<file path="src/rtl/cpr_pkg.sv">
`default_nettype none
package cpr_pkg;

	localparam int unsigned ZW         = 23;
	localparam int unsigned RW         = 15;
	localparam int unsigned VW         = 32;
	localparam int unsigned ROOTW      = 16;
	localparam int unsigned REMW       = 20;
	localparam int unsigned NCELL      = 16;
	localparam int unsigned CFG_IDX_W  = 3;
	localparam int unsigned CFG_DATA_W = 24;

	localparam logic [RW-1:0] TIP_RADIUS = 15'd128;

	typedef enum logic [2:0] {
		SHAPE_FLAT    = 3'd0,
		SHAPE_BALL    = 3'd1,
		SHAPE_BULL    = 3'd2,
		SHAPE_CHAMFER = 3'd3,
		SHAPE_DRILL   = 3'd4,
		SHAPE_TAPER   = 3'd5
	} shape_t;

	typedef enum logic [CFG_IDX_W-1:0] {
		CFG_TOOL_SHAPE    = 3'd0,
		CFG_TOOL_DIAMETER = 3'd1,
		CFG_CORNER_RAD    = 3'd2,
		CFG_TAN_HALF_TIP  = 3'd3,
		CFG_TAN_TAPER     = 3'd4
	} cfg_reg_t;

	typedef struct packed {
		logic [2:0]  shape;
		logic [15:0] diameter;
		logic [15:0] corner;
		logic [23:0] tan_tip;
		logic [23:0] tan_taper;
	} cfg_t;

	// result = addend + (use_root ? root : 0)
	typedef struct packed {
		logic          use_root;
		logic [RW-1:0] addend;
	} side_t;

	typedef struct packed {
		logic [VW-1:0]    v;
		logic [ROOTW-1:0] root;
		logic [REMW-1:0]  rem;
		side_t            side;
	} cell_t;

endpackage
`default_nettype wire

</file>
<file path="src/rtl/cpr_front.sv">
`default_nettype none
module cpr_front (
	input  wire logic           clk,
	input  wire logic           arst_n,
	input  wire cpr_pkg::cfg_t  cfg,
	input  wire logic           in_valid,
	output logic                in_ready,
	input  wire logic [23:0]    height,
	output logic                out_valid,
	input  wire logic           out_ready,
	output cpr_pkg::cell_t      out_data
);

	logic valid_s1, valid_s2, valid_s3, valid_s4;
	logic load_1, load_2, load_3, load_4;

	assign load_4   = !valid_s4 || out_ready;
	assign load_3   = !valid_s3 || load_4;
	assign load_2   = !valid_s2 || load_3;
	assign load_1   = !valid_s1 || load_2;
	assign in_ready = load_1;

	logic [cpr_pkg::RW-1:0] r, cr, c;
	logic [23:0]            tan_sel;

	assign r       = cfg.diameter[15:1];
	assign cr      = (cfg.corner < {1'b0, r}) ? cfg.corner[14:0] : r;
	assign c       = (cfg.shape == cpr_pkg::SHAPE_BALL) ? r : cr;
	assign tan_sel = (cfg.shape == cpr_pkg::SHAPE_TAPER) ? cfg.tan_taper : cfg.tan_tip;

	// stage 1: capture
	logic                   neg_s1;
	logic [cpr_pkg::ZW-1:0] z_s1;

	// stage 2: arc operands, cone partial products
	logic                   neg_s2, arc_s2;
	logic [14:0]            zc_s2;
	logic [15:0]            d_s2;
	logic [34:0]            pl_s2, ph_s2;

	logic        arc_c;
	logic [15:0] d_c;
	logic [34:0] pl_c, ph_c;

	assign arc_c = !neg_s1 && (z_s1 <= {8'b0, c});
	assign d_c   = {c, 1'b0} - {1'b0, z_s1[14:0]};
	assign pl_c  = {12'b0, z_s1} * {23'b0, tan_sel[11:0]};
	assign ph_c  = {12'b0, z_s1} * {23'b0, tan_sel[23:12]};

	// stage 3: sqrt argument, cone product
	logic        neg_s3, arc_s3;
	logic [31:0] v_s3;
	logic [30:0] p_s3;
	logic [46:0] psum_c;

	assign psum_c = {ph_s2, 12'b0} + {12'b0, pl_s2};

	// stage 4: per-shape selection
	logic [cpr_pkg::RW-1:0] base_c, cone_sat_c;
	logic [31:0]            cone_c;
	cpr_pkg::side_t         side_c;
	cpr_pkg::cell_t         cell_s4;

	assign base_c     = (cfg.shape == cpr_pkg::SHAPE_TAPER) ? cpr_pkg::TIP_RADIUS : '0;
	assign cone_c     = {1'b0, p_s3} + {17'b0, base_c};
	assign cone_sat_c = (cone_c < {17'b0, r}) ? cone_c[14:0] : r;

	always_comb begin
		side_c.use_root = 1'b0;
		side_c.addend   = r;
		if (neg_s3) begin
			side_c.addend = '0;
		end else begin
			case (cfg.shape) inside
				cpr_pkg::SHAPE_BALL: begin
					if (arc_s3) begin
						side_c.use_root = 1'b1;
						side_c.addend   = '0;
					end
				end
				cpr_pkg::SHAPE_BULL: begin
					if (arc_s3) begin
						side_c.use_root = 1'b1;
						side_c.addend   = r - cr;
					end
				end
				cpr_pkg::SHAPE_CHAMFER, cpr_pkg::SHAPE_DRILL, cpr_pkg::SHAPE_TAPER: begin
					side_c.addend = cone_sat_c;
				end
				default: begin
					side_c.addend = r;
				end
			endcase
		end
	end

	always_ff @(posedge clk or negedge arst_n) begin
		if (!arst_n) begin
			valid_s1 <= 1'b0;
			valid_s2 <= 1'b0;
			valid_s3 <= 1'b0;
			valid_s4 <= 1'b0;
		end else begin
			if (load_1) valid_s1 <= in_valid;
			if (load_2) valid_s2 <= valid_s1;
			if (load_3) valid_s3 <= valid_s2;
			if (load_4) valid_s4 <= valid_s3;
		end
	end

	always_ff @(posedge clk) begin
		if (load_1) begin
			neg_s1 <= height[23];
			z_s1   <= height[22:0];
		end
		if (load_2) begin
			neg_s2 <= neg_s1;
			arc_s2 <= arc_c;
			zc_s2  <= z_s1[14:0];
			d_s2   <= d_c;
			pl_s2  <= pl_c;
			ph_s2  <= ph_c;
		end
		if (load_3) begin
			neg_s3 <= neg_s2;
			arc_s3 <= arc_s2;
			v_s3   <= {17'b0, zc_s2} * {16'b0, d_s2};
			p_s3   <= psum_c[46:16];
		end
		if (load_4) begin
			cell_s4.v    <= v_s3;
			cell_s4.root <= '0;
			cell_s4.rem  <= '0;
			cell_s4.side <= side_c;
		end
	end

	assign out_valid = valid_s4;
	assign out_data  = cell_s4;

endmodule
`default_nettype wire

</file>
<file path="src/rtl/cpr_sqrt_cell.sv">
`default_nettype none
module cpr_sqrt_cell (
	input  wire logic           clk,
	input  wire logic           arst_n,
	input  wire logic           up_valid,
	output logic                up_ready,
	input  wire cpr_pkg::cell_t up,
	output logic                dn_valid,
	input  wire logic           dn_ready,
	output cpr_pkg::cell_t      dn
);

	logic                      valid_q;
	cpr_pkg::cell_t            cell_q;
	cpr_pkg::cell_t            next_c;
	logic [cpr_pkg::REMW-1:0]  rem_sh, trial;
	logic                      ge;

	// one root digit per cell: bring down two bits, try (root*4 + 1)
	assign rem_sh = {up.rem[cpr_pkg::REMW-3:0], up.v[cpr_pkg::VW-1 -: 2]};
	assign trial  = {2'b00, up.root, 2'b01};
	assign ge     = rem_sh >= trial;

	always_comb begin
		next_c.v    = {up.v[cpr_pkg::VW-3:0], 2'b00};
		next_c.root = {up.root[cpr_pkg::ROOTW-2:0], ge};
		next_c.rem  = ge ? (rem_sh - trial) : rem_sh;
		next_c.side = up.side;
	end

	assign up_ready = !valid_q || dn_ready;

	always_ff @(posedge clk or negedge arst_n) begin
		if (!arst_n) begin
			valid_q <= 1'b0;
		end else if (up_ready) begin
			valid_q <= up_valid;
		end
	end

	always_ff @(posedge clk) begin
		if (up_ready) cell_q <= next_c;
	end

	assign dn_valid = valid_q;
	assign dn       = cell_q;

endmodule
`default_nettype wire

</file>
<file path="src/rtl/cutter_profile_radius.sv">
// Pipeline: 4 front stages, 16 square-root cells, 1 output register between height and radius.
// Throughput: one request per cycle while the output is not stalled by out_ready.
// Each stage holds its request until the next one frees, so bubbles are filled under stall.
// Reset (arst_n low, asynchronous) empties the pipeline and loads the default tool:
// flat endmill, 6 mm diameter, tangents as documented.
`default_nettype none
module cutter_profile_radius (
	input  wire logic                             clk,
	input  wire logic                             arst_n,
	input  wire logic                             in_valid,
	output logic                                  in_ready,
	input  wire logic [23:0]                      height,
	output logic                                  out_valid,
	input  wire logic                             out_ready,
	output logic [14:0]                           radius_out,
	input  wire logic                             cfg_valid,
	output logic                                  cfg_ready,
	input  wire logic [cpr_pkg::CFG_IDX_W-1:0]    cfg_index,
	input  wire logic [cpr_pkg::CFG_DATA_W-1:0]   cfg_data
);

	cpr_pkg::cfg_t cfg_q;

	assign cfg_ready = 1'b1;

	always_ff @(posedge clk or negedge arst_n) begin
		if (!arst_n) begin
			cfg_q.shape     <= cpr_pkg::SHAPE_FLAT;
			cfg_q.diameter  <= 16'd1536;
			cfg_q.corner    <= 16'd0;
			cfg_q.tan_tip   <= 24'd109073;
			cfg_q.tan_taper <= 24'd3435;
		end else if (cfg_valid) begin
			unique case (cfg_index)
				cpr_pkg::CFG_TOOL_SHAPE:    cfg_q.shape     <= cfg_data[2:0];
				cpr_pkg::CFG_TOOL_DIAMETER: cfg_q.diameter  <= cfg_data[15:0];
				cpr_pkg::CFG_CORNER_RAD:    cfg_q.corner    <= cfg_data[15:0];
				cpr_pkg::CFG_TAN_HALF_TIP:  cfg_q.tan_tip   <= cfg_data;
				cpr_pkg::CFG_TAN_TAPER:     cfg_q.tan_taper <= cfg_data;
				default: ;
			endcase
		end
	end

	cpr_pkg::cell_t link [0:cpr_pkg::NCELL];
	logic           link_valid [0:cpr_pkg::NCELL];
	logic           link_ready [0:cpr_pkg::NCELL];

	cpr_front u_front (
		.clk       (clk),
		.arst_n    (arst_n),
		.cfg       (cfg_q),
		.in_valid  (in_valid),
		.in_ready  (in_ready),
		.height    (height),
		.out_valid (link_valid[0]),
		.out_ready (link_ready[0]),
		.out_data  (link[0])
	);

	for (genvar i = 0; i < cpr_pkg::NCELL; i++) begin : g_cell
		cpr_sqrt_cell u_cell (
			.clk      (clk),
			.arst_n   (arst_n),
			.up_valid (link_valid[i]),
			.up_ready (link_ready[i]),
			.up       (link[i]),
			.dn_valid (link_valid[i+1]),
			.dn_ready (link_ready[i+1]),
			.dn       (link[i+1])
		);
	end

	logic                   out_valid_q;
	logic [cpr_pkg::RW-1:0] radius_q;
	logic                   out_load;
	logic [cpr_pkg::RW-1:0] root_term;

	assign out_load   = !out_valid_q || out_ready;
	assign link_ready[cpr_pkg::NCELL] = out_load;
	assign root_term  = link[cpr_pkg::NCELL].side.use_root ?
	                    link[cpr_pkg::NCELL].root[cpr_pkg::RW-1:0] : '0;

	always_ff @(posedge clk or negedge arst_n) begin
		if (!arst_n) begin
			out_valid_q <= 1'b0;
		end else if (out_load) begin
			out_valid_q <= link_valid[cpr_pkg::NCELL];
		end
	end

	always_ff @(posedge clk) begin
		if (out_load) radius_q <= link[cpr_pkg::NCELL].side.addend + root_term;
	end

	assign out_valid  = out_valid_q;
	assign radius_out = radius_q;

	// a full pipeline is the only reason to refuse a request
	a_ready_only_when_full: assert property (@(posedge clk) disable iff (!arst_n)
		!in_ready |-> (out_valid && !out_ready))
		else $error("in_ready low while output not stalled");

	// digit recurrence leaves remainder <= 2*root
	a_sqrt_remainder: assert property (@(posedge clk) disable iff (!arst_n)
		link_valid[cpr_pkg::NCELL] |->
			(link[cpr_pkg::NCELL].rem <= {3'b000, link[cpr_pkg::NCELL].root, 1'b0}))
		else $error("square root remainder out of range");

	// a stalled chain end must not change while output is blocked
	a_chain_hold: assert property (@(posedge clk) disable iff (!arst_n)
		(link_valid[cpr_pkg::NCELL] && !out_load) |=>
			(link_valid[cpr_pkg::NCELL] && $stable(link[cpr_pkg::NCELL])))
		else $error("chain output changed under stall");

endmodule
`default_nettype wire
</file>
<file path="config.mk">
export PLATFORM = sky130hd
export DESIGN_NAME = cutter_profile_radius
export DESIGN_NICKNAME = d
export VERILOG_FILES = /design/src/rtl/cpr_pkg.sv /design/src/rtl/cpr_front.sv /design/src/rtl/cpr_sqrt_cell.sv /design/src/rtl/cutter_profile_radius.sv
export SDC_FILE = /design/constraint.sdc
export NUM_CORES = 2
export LEC_CHECK = 0
export BUFFER_PORTS_ARGS = -buffer_cell sky130_fd_sc_hd__buf_4
export CORE_UTILIZATION = 45
export CTS_BUF_LIST = sky130_fd_sc_hd__clkbuf_16
export DETAILED_ROUTE_END_ITERATION = 10
export GPL_ROUTABILITY_DRIVEN = 0
export GPL_TIMING_DRIVEN = 0
export SLEW_MARGIN = 0
export SYNTH_ARGS = -nofsm -noshare
export SYNTH_HDL_FRONTEND = slang
export SYNTH_SLANG_ARGS = --single-unit
</file>
<file path="constraint.sdc">
create_clock -name clk -period 8.1 [get_ports clk]
set_input_delay 0.81 -clock clk [delete_from_list [all_inputs] [get_ports clk]]
set_output_delay 0.81 -clock clk [all_outputs]
set_load 0.01 [all_outputs]
</file>
==> run summary <==
outcome = finished, final reports clean
final core occ = 0.505
Port-buffer cells = 72
Die ar. = 172000 um^2
GRT overflow = 0
ys flop type = edfxtp_1
TNS Setup = 0 ns
Top Ports = 74
maximum clock path buffer count = 3
sequential-to-total area share from yosys stat = 0.472
DR vias/cell = 5.15
vias in the first global route = 48200
Sink Count = 1220
Critical Path Max Stage Delay = 0.55 ns
CP max FO = 10
multi-input logic area = 36100 um^2
register bit total from synthesis = 1220
synth top area cells = edfxtp_1, fa_1, ha_1
Arr. time, crit path = 8.41 ns
first-pass GRT wire length = 262000 um
YS warnings = 0
initial antenna violation count = 3
cell breakdown of the critical path = nand3b_1 > clkbuf_4 > clkbuf_4 > mux2i_2 > clkbuf_2 > nor2_1 > fa_1 > fa_1 > fa_1 > fa_1 > inv_1 > fa_1 > inv_1 > ha_1 > inv_1 > a21oi_1 > o211ai_1 > a31oi_1 > nor3b_2 > nor2_2 > o31ai_2 > a311o_1 > a21oi_1 > xnor2_2
Syn-to-layout area delta = 10.7%
Startpoint Class = flop
Synth area leader = edfxtp_1
# DRC = 0
Fmax = 127 MHz
num rows = 150
Detail Placement HPWL = 131000 um
Hold Fails Final Rpt = 0
drt total wl = 164000 um
Synth async-reset ratio = 0.0844
DR iter-0 viols = 2638
most common cell after layout, fill and taps aside = edfxtp_1
Most Frequent Cell on Critical Path = fa_1
post-synth net total = 7724
kind of critical path = reg2reg
Netlist cell types = 86
Skew-Pair Late Insertion Delay = 0.76 ns
syn_area_per_cell = 11.7 um^2
MaxCap Viol Count = 0
die width = 414 um
# diodes = 0
WP buf/inv = 6
top cell type's share of synthesized area = 0.438
Initial Util = 0.456
critical path capture point type = flop
clock skew = 0.0330 ns
CTS tree = done
via count = 47000
RSZ-0062 raised after global routing = no
sequential cell area = 36100 um^2
final hold slack = 0.219 ns
Critical Path RT = 8.60 ns
Least-Margin Pin Slew = 1.30 ns
most frequent cells in the layout = edfxtp_1, inv_1, nand2_1, fa_1, ha_1
H-tree depth = 4
Detail Route Antenna Nets = 0
Die Span Y = 414 um
Setup violations, final = 0
Avg WL per Cell = 18.0 um
EDFF count, synth = 1117
core footprint = 168000 um^2
Slew HR = 0.119
total track usage = 0.194
Non-Filler Instances = 9110
first drt pass iteration count = 7
Hold Crit Class = in2reg
Final Critical Period = 7.90 ns
Gate Count Post-Synth = 6568
synthesized area = 76500 um^2
Net count, final = 7954
critical path's slowest cell = fa_1
share of cells above drive strength 1 = 0.0717
Layout fillers = 14600
Num CTS Buffers = 135
Reg clk slew, reported paths = 0.06 ns
Root Driver = clkbuf_16
largest net degree at the start of global routing = 87
CP top delay family = adder cells
final period utilization = 0.976
placed insts = 8864
Slew Viols, Final = 0
==> path summary, 6_finish.rpt <==
path / startpoint / endpoint / slack, ns / cells after the start
worst max-delay path: cfg_q[81]$_DFFE_PN0P_ / u_front.pl_s2[29]$_DFFE_PP_ / 0.20 / 24
worst min-delay path: height[7] / u_front.z_s1[7]$_DFFE_PP_ / 0.22 / 1
worst max register to register: cfg_q[81]$_DFFE_PN0P_ / u_front.pl_s2[29]$_DFFE_PP_ / 0.20 / 24
worst min register to register: g_cell[8].u_cell.dn[76]$_DFFE_PP_ / g_cell[9].u_cell.dn[78]$_DFFE_PP_ / 0.40 / 0
max in group asynchronous: arst_n / g_cell[9].u_cell.dn_valid$_DFFE_PN0P_ / 6.86 / 3
min in group asynchronous: arst_n / cfg_q[2]$_DFFE_PN0P_ / 0.47 / 2
==> worst reg2reg max path: stages, from the launching register on <==
cell and delay, ns:
dfrtp_1 0.53, nand3b_1 0.29, clkbuf_4 0.32, clkbuf_4 0.35
mux2i_2 0.43, clkbuf_2 0.34, nor2_1 0.12, fa_1 0.55
fa_1 0.53, fa_1 0.53, fa_1 0.55, inv_1 0.05
fa_1 0.53, inv_1 0.04, ha_1 0.26, inv_1 0.06
a21oi_1 0.13, o211ai_1 0.15, a31oi_1 0.23, nor3b_2 0.36
nor2_2 0.12, o31ai_2 0.39, a311o_1 0.31, a21oi_1 0.13
xnor2_2 0.36
==> per-stage QoR <==
stage / setup slack (ns) / instance area, um^2
floorplan: 0.286 / 76500
global placement: -3.14 / 79800
detailed placement: -1.32 / 80300
CTS: 0.0570 / 84700
global route: 0.00302 / 84800
finish: 0.195 / 84800
==> kinds of logic (layout without fill, tap and decap cells) <==
family	Yosys count	in the layout	synth area share
simple gates	1881	1881	0.115
flops	1220	1220	0.472
buf+inv	1188	1526	0.0584
fa+ha+maj	1100	1100	0.239
compound gates	740	740	0.0618
xor+xnor	301	301	0.0344
mux	136	136	0.0195
other cells	2	2	0.0000981
==> layout make-up <==
| cell class | instances | share of cell area |
|---|---|---|
| plain buffers | 176 | 0.00822 |
| multi-input cells | 4160 | 0.426 |
| repair buffers | 94 | 0.0115 |
| flip-flops and latches | 1220 | 0.426 |
| clock buffers | 135 | 0.0399 |
| inverters | 1011 | 0.0448 |
| clock inverters | 110 | 0.0111 |
| well taps | 2204 | 0.0325 |
==> sequential cells by signal, indices dropped and copies added (netlist names), 14 cells and up <==
register                flops
g_cell.u_cell.dn          877
cfg_q                      82
u_front.out_data           47
u_front.ph_s2              35
u_front.p_s3               31
u_front.v_s3               31
u_front.pl_s2              23
u_front.z_s1               23
g_cell.u_cell.dn_valid     16
u_front.d_s2               16
radius_out                 15
u_front.zc_s2              14
==> Yosys cell counts (all sizes together), types with 8 or more instances <==
master	n
edfxtp	1117
inv	1010
nand2	850
fa	602
ha	498
nor2	304
and2	217
xnor2	195
a21oi	190
o21ai	180
clkbuf	171
xor2	106
mux2	103
nor3	94
nand3	89
dfrtp	86
a21o	72
o21a	71
nand2b	70
nor2b	51
nor4	40
nand4	36
mux2i	33
a211oi	28
a21boi	28
o31ai	27
or3	27
and3	26
a31oi	23
or2	23
o21bai	19
o211ai	18
dfstp	17
or4	12
a2111oi	9
o22ai	9
nand3b	8
nor3b	8
o2111ai	8
==> layer usage <==
layer,vias to the layer above,share of wire,GRT usage
met5,-,0,0
met4,0,0.040,0.0775
met3,309,0.056,0.0330
met2,1134,0.47,0.320
met1,23100,0.43,0.254
li1,22500,-,-
==> what timing repair did <==
action | 4_1_cts | 5_1_grt
resized for setup | 13 | 28
setup buffers | 0 | 1
setup endpoints to repair | 31 | 16
hold buffers | 1 | 0
endpoints found under the hold margin | 10 | 0
Power is left out: the tool's default activity adds up to more than one toggle a clock period on the data nets, which glitch-free logic cannot reach.
